$ cat config.mk
export PLATFORM = sky130hd
export DESIGN_NAME = rte_encode
export DESIGN_NICKNAME = d
export VERILOG_FILES = /design/src/rte_pkg.sv /design/src/rte_encode.sv
export SDC_FILE = /design/constraint.sdc
export NUM_CORES = 2
export LEC_CHECK = 0
export ABC_AREA = 1
export BUFFER_PORTS_ARGS = -buffer_cell sky130_fd_sc_hd__clkbuf_2
export CAP_MARGIN = 5
export CORE_MARGIN = 8
export CORE_UTILIZATION = 55
export DETAILED_ROUTE_END_ITERATION = 12
export PLACE_DENSITY = 0.72
export SYNTH_ARGS = -nofsm -noshare
export SYNTH_HDL_FRONTEND = slang
export SYNTH_SLANG_ARGS = --single-unit
$ cat constraint.sdc
create_clock -name aclk -period 20.4 [get_ports aclk]
set_clock_uncertainty 0.1 [all_clocks]
set_input_delay 3.06 -clock aclk [delete_from_list [all_inputs] [get_ports aclk]]
set_output_delay 3.06 -clock aclk [all_outputs]
set_load 0.01 [all_outputs]
$ cat src/rte_pkg.sv
`timescale 1ns / 1ps

package rte_pkg;

    localparam int CS_W = 3;

    localparam logic [CS_W-1:0] CS_SRGB        = 3'd0;
    localparam logic [CS_W-1:0] CS_ADOBE       = 3'd1;
    localparam logic [CS_W-1:0] CS_PROPHOTO    = 3'd2;
    localparam logic [CS_W-1:0] CS_BT2020      = 3'd3;
    localparam logic [CS_W-1:0] CS_ACES        = 3'd4;
    localparam logic [CS_W-1:0] CS_LINEAR_SRGB = 3'd5;

    localparam int LOG_FRAC = 30;
    localparam int MANT_W   = LOG_FRAC + 1;
    localparam int LG_INT_W = 7;
    localparam int LG_W     = LG_INT_W + LOG_FRAC;
    localparam int EXP_W    = 26;
    localparam int MULQ_W   = 24;
    localparam int CONST_W  = 29;

    localparam logic [MANT_W-1:0] ONE_Q30 = 31'h4000_0000;

    localparam logic [EXP_W-1:0] E_SRGB     = 26'd27962027;
    localparam logic [EXP_W-1:0] E_PROPHOTO = 26'd37282702;
    localparam logic [EXP_W-1:0] E_BT2020   = 26'd30198989;
    localparam logic [EXP_W-1:0] E_ADOBE    = 26'd30514865;

    localparam logic [CONST_W-1:0] M_1292 = 29'd216761631;
    localparam logic [CONST_W-1:0] M_1055 = 29'd17699963;
    localparam logic [CONST_W-1:0] M_1099 = 29'd18438160;
    localparam logic [CONST_W-1:0] M_45   = 29'd75497472;
    localparam logic [CONST_W-1:0] M_16   = 29'd268435456;
    localparam logic [CONST_W-1:0] M_ONE  = 29'd16777216;

    localparam logic [63:0] K_SRGB_T   = 64'd3442351004;
    localparam logic [63:0] K_SRGB_OFF = 64'd60473139528;
    localparam logic [63:0] K_BT_T     = 64'd19791209300;
    localparam logic [63:0] K_BT_OFF   = 64'd108851651150;

    typedef struct packed {
        logic valid;
        logic pos;
    } rte_ctl_t;

    function automatic logic [63:0] isqrt64(input logic [63:0] x);
        logic [63:0] xx;
        logic [63:0] res;
        logic [63:0] b;
        xx  = x;
        res = '0;
        b   = 64'd1 << 62;
        for (int i = 0; i < 32; i++) begin
            if (xx >= res + b) begin
                xx  = xx - (res + b);
                res = (res >> 1) + b;
            end else begin
                res = res >> 1;
            end
            b = b >> 2;
        end
        return res;
    endfunction

    function automatic logic [MANT_W-1:0] exp_tab_entry(input int k);
        logic [63:0] t;
        t = 64'd1 << (LOG_FRAC + 1);
        for (int i = 1; i <= LOG_FRAC; i++) begin
            if (i <= k) begin
                t = isqrt64(t << LOG_FRAC);
            end
        end
        return t[MANT_W-1:0];
    endfunction

    function automatic logic signed [63:0] kscale(input logic [63:0] c40, input int fb);
        int          sh;
        logic [63:0] r;
        sh = 40 - fb;
        if (sh <= 0) begin
            r = c40;
        end else begin
            r = (c40 + (64'd1 << (sh - 1))) >> sh;
        end
        return signed'(r);
    endfunction

    function automatic logic [EXP_W-1:0] power_exp(input logic [CS_W-1:0] cs);
        logic [EXP_W-1:0] e;
        case (cs)
            CS_ADOBE:    e = E_ADOBE;
            CS_PROPHOTO: e = E_PROPHOTO;
            CS_BT2020:   e = E_BT2020;
            default:     e = E_SRGB;
        endcase
        return e;
    endfunction

endpackage

$ cat src/rte_encode.sv
`timescale 1ns / 1ps

module rte_encode #(
    parameter int SAMPLE_BITS = 32,
    parameter int FRAC_BITS   = 28
) (
    input  logic                          aclk,
    input  logic                          aresetn,
    input  logic                          en,
    input  logic [rte_pkg::CS_W-1:0]      mode,
    input  logic                          valid_in,
    input  logic signed [SAMPLE_BITS-1:0] x_in,
    input  logic [SAMPLE_BITS-1:0]        pow_in,
    output logic                          valid_out,
    output logic signed [SAMPLE_BITS-1:0] enc_out,
    output logic                          invalid_out
);
    import rte_pkg::*;

    localparam int HI_W = (SAMPLE_BITS > MULQ_W) ? SAMPLE_BITS - MULQ_W : 1;
    localparam int PW   = MULQ_W + CONST_W + SAMPLE_BITS;
    localparam logic signed [63:0] SMAX64 = signed'((64'd1 << (SAMPLE_BITS - 1)) - 64'd1);
    localparam logic signed [63:0] SMIN64 = -SMAX64 - 64'sd1;
    localparam logic signed [63:0] T_SRGB = kscale(K_SRGB_T, FRAC_BITS);
    localparam logic signed [63:0] T_BT   = kscale(K_BT_T, FRAC_BITS);
    localparam logic signed [63:0] T_PRO  = signed'(64'd1 << (FRAC_BITS - 9));
    localparam logic signed [63:0] O_SRGB = kscale(K_SRGB_OFF, FRAC_BITS);
    localparam logic signed [63:0] O_BT   = kscale(K_BT_OFF, FRAC_BITS);
    localparam logic [PW-1:0]      LIM    = PW'(1) << (SAMPLE_BITS - 1);

    logic signed [63:0]            xe;
    logic signed [SAMPLE_BITS-1:0] opnd_next;
    logic [CONST_W-1:0]            c_next;
    logic signed [63:0]            off_next;
    logic                          inv_next;
    logic                          lin;

    logic                          v1_reg, v2_reg, v3_reg, v4_reg, v5_reg;
    logic [SAMPLE_BITS-1:0]        mag_s1_reg;
    logic                          neg_s1_reg, neg_s2_reg, neg_s3_reg;
    logic [CONST_W-1:0]            c_s1_reg;
    logic signed [63:0]            off_s1_reg, off_s2_reg, off_s3_reg, off_s4_reg;
    logic                          inv_s1_reg, inv_s2_reg, inv_s3_reg, inv_s4_reg, inv_s5_reg;
    logic [HI_W+CONST_W-1:0]       ph_s2_reg;
    logic [MULQ_W+CONST_W-1:0]     pl_s2_reg;
    logic [SAMPLE_BITS-1:0]        p_s3_reg;
    logic signed [SAMPLE_BITS-1:0] w_s4_reg;
    logic signed [SAMPLE_BITS-1:0] enc_s5_reg;

    logic [SAMPLE_BITS-1:0]        mag_sh;
    logic [PW-1:0]                 p_sum;
    logic [SAMPLE_BITS-1:0]        p_next;
    logic signed [SAMPLE_BITS:0]   w_ext;
    logic signed [SAMPLE_BITS-1:0] w_next;
    logic signed [63:0]            d_val;
    logic signed [SAMPLE_BITS-1:0] enc_next;

    assign xe = 64'(x_in);

    always_comb begin
        opnd_next = x_in;
        c_next    = M_ONE;
        off_next  = '0;
        inv_next  = 1'b0;
        lin       = 1'b0;
        unique case (mode)
            CS_ADOBE: begin
                if (x_in < 0) begin
                    opnd_next = '0;
                    inv_next  = 1'b1;
                end else begin
                    opnd_next = signed'(pow_in);
                end
            end
            CS_PROPHOTO: begin
                lin       = (xe < T_PRO);
                opnd_next = lin ? x_in : signed'(pow_in);
                c_next    = lin ? M_16 : M_ONE;
            end
            CS_BT2020: begin
                lin       = (xe < T_BT);
                opnd_next = lin ? x_in : signed'(pow_in);
                c_next    = lin ? M_45 : M_1099;
                off_next  = lin ? 64'sd0 : O_BT;
            end
            CS_ACES: begin
                opnd_next = x_in;
            end
            default: begin
                lin       = (xe <= T_SRGB);
                opnd_next = lin ? x_in : signed'(pow_in);
                c_next    = lin ? M_1292 : M_1055;
                off_next  = lin ? 64'sd0 : O_SRGB;
            end
        endcase
    end

    always_comb begin
        mag_sh = mag_s1_reg >> MULQ_W;
        p_sum  = PW'(ph_s2_reg) + ((PW'(pl_s2_reg) + (PW'(1) << (MULQ_W - 1))) >> MULQ_W);
        p_next = (p_sum > LIM) ? LIM[SAMPLE_BITS-1:0] : p_sum[SAMPLE_BITS-1:0];
        w_ext  = neg_s3_reg ? -signed'({1'b0, p_s3_reg}) : signed'({1'b0, p_s3_reg});
        w_next = (64'(w_ext) > SMAX64) ? SMAX64[SAMPLE_BITS-1:0] : w_ext[SAMPLE_BITS-1:0];
        d_val  = 64'(w_s4_reg) - off_s4_reg;
        if (d_val > SMAX64) begin
            enc_next = SMAX64[SAMPLE_BITS-1:0];
        end else if (d_val < SMIN64) begin
            enc_next = SMIN64[SAMPLE_BITS-1:0];
        end else begin
            enc_next = d_val[SAMPLE_BITS-1:0];
        end
    end

    always_ff @(posedge aclk) begin
        if (!aresetn) begin
            v1_reg <= 1'b0;
            v2_reg <= 1'b0;
            v3_reg <= 1'b0;
            v4_reg <= 1'b0;
            v5_reg <= 1'b0;
        end else if (en) begin
            v1_reg <= valid_in;
            v2_reg <= v1_reg;
            v3_reg <= v2_reg;
            v4_reg <= v3_reg;
            v5_reg <= v4_reg;
        end
    end

    always_ff @(posedge aclk) begin
        if (en) begin
            mag_s1_reg <= opnd_next[SAMPLE_BITS-1] ? SAMPLE_BITS'(-opnd_next) : opnd_next;
            neg_s1_reg <= opnd_next[SAMPLE_BITS-1];
            c_s1_reg   <= c_next;
            off_s1_reg <= off_next;
            inv_s1_reg <= inv_next;
            ph_s2_reg  <= HI_W'(mag_sh) * c_s1_reg;
            pl_s2_reg  <= MULQ_W'(mag_s1_reg) * c_s1_reg;
            neg_s2_reg <= neg_s1_reg;
            off_s2_reg <= off_s1_reg;
            inv_s2_reg <= inv_s1_reg;
            p_s3_reg   <= p_next;
            neg_s3_reg <= neg_s2_reg;
            off_s3_reg <= off_s2_reg;
            inv_s3_reg <= inv_s2_reg;
            w_s4_reg   <= w_next;
            off_s4_reg <= off_s3_reg;
            inv_s4_reg <= inv_s3_reg;
            enc_s5_reg <= enc_next;
            inv_s5_reg <= inv_s4_reg;
        end
    end

    assign valid_out   = v5_reg;
    assign enc_out     = enc_s5_reg;
    assign invalid_out = inv_s5_reg;

endmodule

==> run summary <==
RUN STATUS
-----------------------------------------------------------------------------------------------
Status                                                                             finished clean

CTS
-----------------------------------------------------------------------------------------------
Clock input transition at the sequential cells of the worst setup and hold paths        0.07 ns
H-tree depth reported by CTS                                                                  1
Post-CTS setup repair buffer count                                                            0
Clock tree from TritonCTS                                                                 built
Post-CTS Resized                                                                              0
Clock buffers created by TritonCTS                                                           26
Clock Tree Root                                                                    sky130_fd_sc_hd__clkbuf_16
Maximum buffer depth of the clock tree                                                        3
Insertion delay to the later sink of the worst-skew pair                                0.57 ns
Count of hold-fix buffers inserted at cts                                                     0
# clock sinks                                                                               230

STA
-----------------------------------------------------------------------------------------------
Highest clock rate                                                                   0.1307 GHz
Worst-Margin Slew                                                                      1.090 ns
Worst Hold Margin                                                                     0.3217 ns
Setup_tns                                                                                  0 ns
Max-slew headroom                                                                        27.31%
Final-report hold violation count                                                             0
Setup violations, final                                                                       0
Final Max Tran Viols                                                                          0
Final period util                                                                        37.50%
Unrepaired setup endpoints after global routing                                           false
Post-layout min period                                                                 7.650 ns

FLOORPLANNING
-----------------------------------------------------------------------------------------------
Initial standard-cell utilization of the core                                            55.56%
Placement Rows                                                                               99
Number of top-level design ports                                                            105
Y dimension of the die                                                                 287.7 um
Area of the die                                                                      82770 um^2
Core box area                                                                        73080 um^2
Chip width                                                                             287.7 um

ROUTING
-----------------------------------------------------------------------------------------------
Post-route DRC                                                                                0
DRT antenna net count                                                                         0
Via count                                                                                 31530
Post-DR wirelength/cell                                                                18.60 um
First-pass detailed-route iteration total                                                     9
Violation count after the first detailed-route iteration                                   2576
Drt via density                                                                           5.305
WL final                                                                              110500 um

WORST SETUP PATH
-----------------------------------------------------------------------------------------------
Critical path capture point type                                                       register
Required arrival time at the worst endpoint                                            20.58 ns
Worst reg2reg endpoint                                                             pl_s2_reg[49]
Crit start category                                                                    register
R2R Setup Slk                                                                          12.75 ns
Reg2reg path depth                                                                           25
Launch instance of the worst register-to-register path                             c_s1_reg[27]
Worst Setup Path Type                                                              register to register
Endpoint arrival time on the critical path                                              7.83 ns
Critical Path Fanout Max                                                                     24

GLOBAL ROUTE
-----------------------------------------------------------------------------------------------
Number of global-route vias before repair                                                 32270
Pin count of the biggest net entering global routing                                        162
Antenna violations before repair                                                              0
Combined global-route utilization of all metal layers                                    26.78%
Final global-route overflow total                                                             0
First-pass GRT wire length                                                            174000 um

CELLS AND AREA
-----------------------------------------------------------------------------------------------
Number of nets in the layout                                                               6064
Final core utilization                                                                   58.52%
Ratio of cells with drive above 1 in the final layout                                    4.996%
Filler cell count                                                                          6629
Number of flip-flops in the largest register                                                 37
Area growth from synthesis to layout                                                     5.334%
Antenna diode count                                                                           0

SYNTH
-----------------------------------------------------------------------------------------------
Ys Warns                                                                                      0
Number of flops mapped to enable cells by yosys                                             225
Number of unique standard cell types used by synthesis                                       62
Syn Inst Count                                                                             4922
Sequential cell area fraction in the yosys report                                        16.89%
Post-Syn Area                                                                        40600 um^2
Flop and latch count out of synthesis                                                       230
Post-synth top area cell                                                           sky130_fd_sc_hd__fa_1
Biggest area contributors in the synthesized netlist                               sky130_fd_sc_hd__fa_1 (30%), sky130_fd_sc_hd__edfxtp_1 (17%), sky130_fd_sc_hd__ha_1 (13%), sky130_fd_sc_hd__inv_1 (12%), sky130_fd_sc_hd__nand2_1 (9.3%)
Most frequently used flop master after synthesis                                   sky130_fd_sc_hd__edfxtp_1
Avg Inst Size Synth                                                                  8.249 um^2
Post-synthesis async set-or-reset flop share                                                 0%
Area fraction of the dominant cell type after synthesis                                  30.18%
Synthesized netlist net count                                                              6020

FLOW RUN
-----------------------------------------------------------------------------------------------
Number of max-cap violations                                                                  0

PLACE
-----------------------------------------------------------------------------------------------
Total of buffers placed on input and output ports                                           104
Weighted congestion reported at the end of routability-driven placement                  0.9964
Post-detail-place hpwl                                                                 94380 um

MIN PATH
-----------------------------------------------------------------------------------------------
Class of the worst hold path                                                       register to register
Worst hold start                                                                     inv_s3_reg
Number of cells on the worst hold path                                                        0
Endpoint with the worst hold slack                                                   inv_s4_reg

[worst max path at each step]
stage                 start  cells past startpoint       endpoint  slack [ns]
4_1_cts        c_s1_reg[27]                     25  pl_s2_reg[49]       12.79
5_1_grt        c_s1_reg[27]                     25  pl_s2_reg[49]       12.28
6_report       c_s1_reg[27]                     25  pl_s2_reg[49]       12.75
3_3_place_gp   c_s1_reg[27]                     26  pl_s2_reg[51]       13.08
3_5_place_dp   c_s1_reg[27]                     25  pl_s2_reg[49]       12.82
2_1_floorplan  c_s1_reg[27]                     26  pl_s2_reg[49]       13.69
[synth_stat cells (6+ instances only)]
master	number
sky130_fd_sc_hd__inv_1	1314
sky130_fd_sc_hd__nand2_1	1008
sky130_fd_sc_hd__fa_1	612
sky130_fd_sc_hd__ha_1	415
sky130_fd_sc_hd__nor2_1	298
sky130_fd_sc_hd__edfxtp_1	225
sky130_fd_sc_hd__a21oi_1	188
sky130_fd_sc_hd__nand3_1	141
sky130_fd_sc_hd__xor2_1	132
sky130_fd_sc_hd__o21ai_0	108
sky130_fd_sc_hd__clkbuf_1	71
sky130_fd_sc_hd__xnor2_1	52
sky130_fd_sc_hd__nand4_1	49
sky130_fd_sc_hd__nor3_1	26
sky130_fd_sc_hd__nor2_2	22
sky130_fd_sc_hd__a31oi_1	21
sky130_fd_sc_hd__buf_2	19
sky130_fd_sc_hd__o21bai_1	17
sky130_fd_sc_hd__or2_2	17
sky130_fd_sc_hd__nor4_1	16
sky130_fd_sc_hd__o21a_1	16
sky130_fd_sc_hd__a21o_1	13
sky130_fd_sc_hd__nand3b_1	13
sky130_fd_sc_hd__o21ai_1	13
sky130_fd_sc_hd__inv_2	12
sky130_fd_sc_hd__nand2_2	12
sky130_fd_sc_hd__o211ai_1	9
sky130_fd_sc_hd__a21boi_0	6
sky130_fd_sc_hd__buf_6	6
sky130_fd_sc_hd__nor3_2	6
[worst max-delay path, cell delays in order (launching register included)]
cell	delay, ns
sky130_fd_sc_hd__edfxtp_1	0.50
sky130_fd_sc_hd__buf_4	0.45
sky130_fd_sc_hd__nand2_1	0.17
sky130_fd_sc_hd__inv_1	0.31
sky130_fd_sc_hd__fa_1	0.48
sky130_fd_sc_hd__fa_1	0.48
sky130_fd_sc_hd__fa_1	0.55
sky130_fd_sc_hd__inv_1	0.07
sky130_fd_sc_hd__fa_1	0.50
sky130_fd_sc_hd__fa_1	0.55
sky130_fd_sc_hd__inv_1	0.05
sky130_fd_sc_hd__fa_1	0.56
sky130_fd_sc_hd__inv_1	0.07
sky130_fd_sc_hd__fa_1	0.53
sky130_fd_sc_hd__inv_1	0.05
sky130_fd_sc_hd__ha_1	0.39
sky130_fd_sc_hd__nand2_1	0.11
sky130_fd_sc_hd__nor2_1	0.16
sky130_fd_sc_hd__inv_1	0.07
sky130_fd_sc_hd__nor4_1	0.32
sky130_fd_sc_hd__nand4_1	0.14
sky130_fd_sc_hd__nand3_1	0.15
sky130_fd_sc_hd__nand2_1	0.07
sky130_fd_sc_hd__o211ai_1	0.19
sky130_fd_sc_hd__a31oi_1	0.16
sky130_fd_sc_hd__xor2_1	0.17
[kinds of logic (layout without fill, tap and decap cells)]
family                     count (synthesis)  count (layout)  synth area share (%)
AOI/OAI and AO/OA                        422             422                 5.923
and+or+nand+nor                         1630            1630                 16.83
buffers and inverters                   1429            1491                 13.43
DFF                                      230             230                 16.89
xor gates and xnor gates                 184             184                 3.969
adders and majority gates               1027            1027                 42.96
[through the flow]
step | setup slack (ns) | area (um^2) | std cells
2_1_floorplan | 13.69 | 40600 | 4922
3_3_place_gp | 13.08 | 41990 | 5897
3_5_place_dp | 12.82 | 41990 | 5897
4_1_cts | 12.79 | 42770 | 5943
5_1_grt | 12.28 | 42770 | 5943
6_report | 12.75 | 42770 | 5943
[layout by cell type, fill, tap and decap left out, drive strengths merged, types with 17 or more instances in the layout]
master and instances:
nor3 32, clkbuf 133, o21bai 18, nor4 17
nor2 324, fa 612, nand3 147, xnor2 52
inv 1329, nand2 1022, nand4 49, a21oi 188
edfxtp 225, ha 415, a31oi 21, or2 18
xor2 132, o21ai 123
[final cells by class]
cell class / instances / area [um^2] / share of cell area, %
Sequential cell: 230 / 6857 / 16.03
Clock buffer: 30 / 665.6 / 1.556
Multi-Input combinational cell: 3263 / 28310 / 66.19
Clock inverter: 16 / 108.9 / 0.2545
Timing Repair Buffer: 117 / 640.6 / 1.498
Inverter: 1328 / 4989 / 11.66
Tap cell: 959 / 1200 / 2.806
[metal layers]
metal / global-route usage (%) / vias to the layer above / share of wire [%] / routed length, um
met2: 44.80 / 1258 / 46 / 51210
met4: 9.124 / 0 / 4.0 / 4454
met3: 5.235 / 212 / 8.5 / 9396
met1: 34.79 / 15050 / 41 / 45480
met5: 0 / - / 0 / 0
li1: - / 15010 / - / -
Power is not shown: default switching activity piles up to over one toggle a cycle in this logic, so the estimate is an artifact.
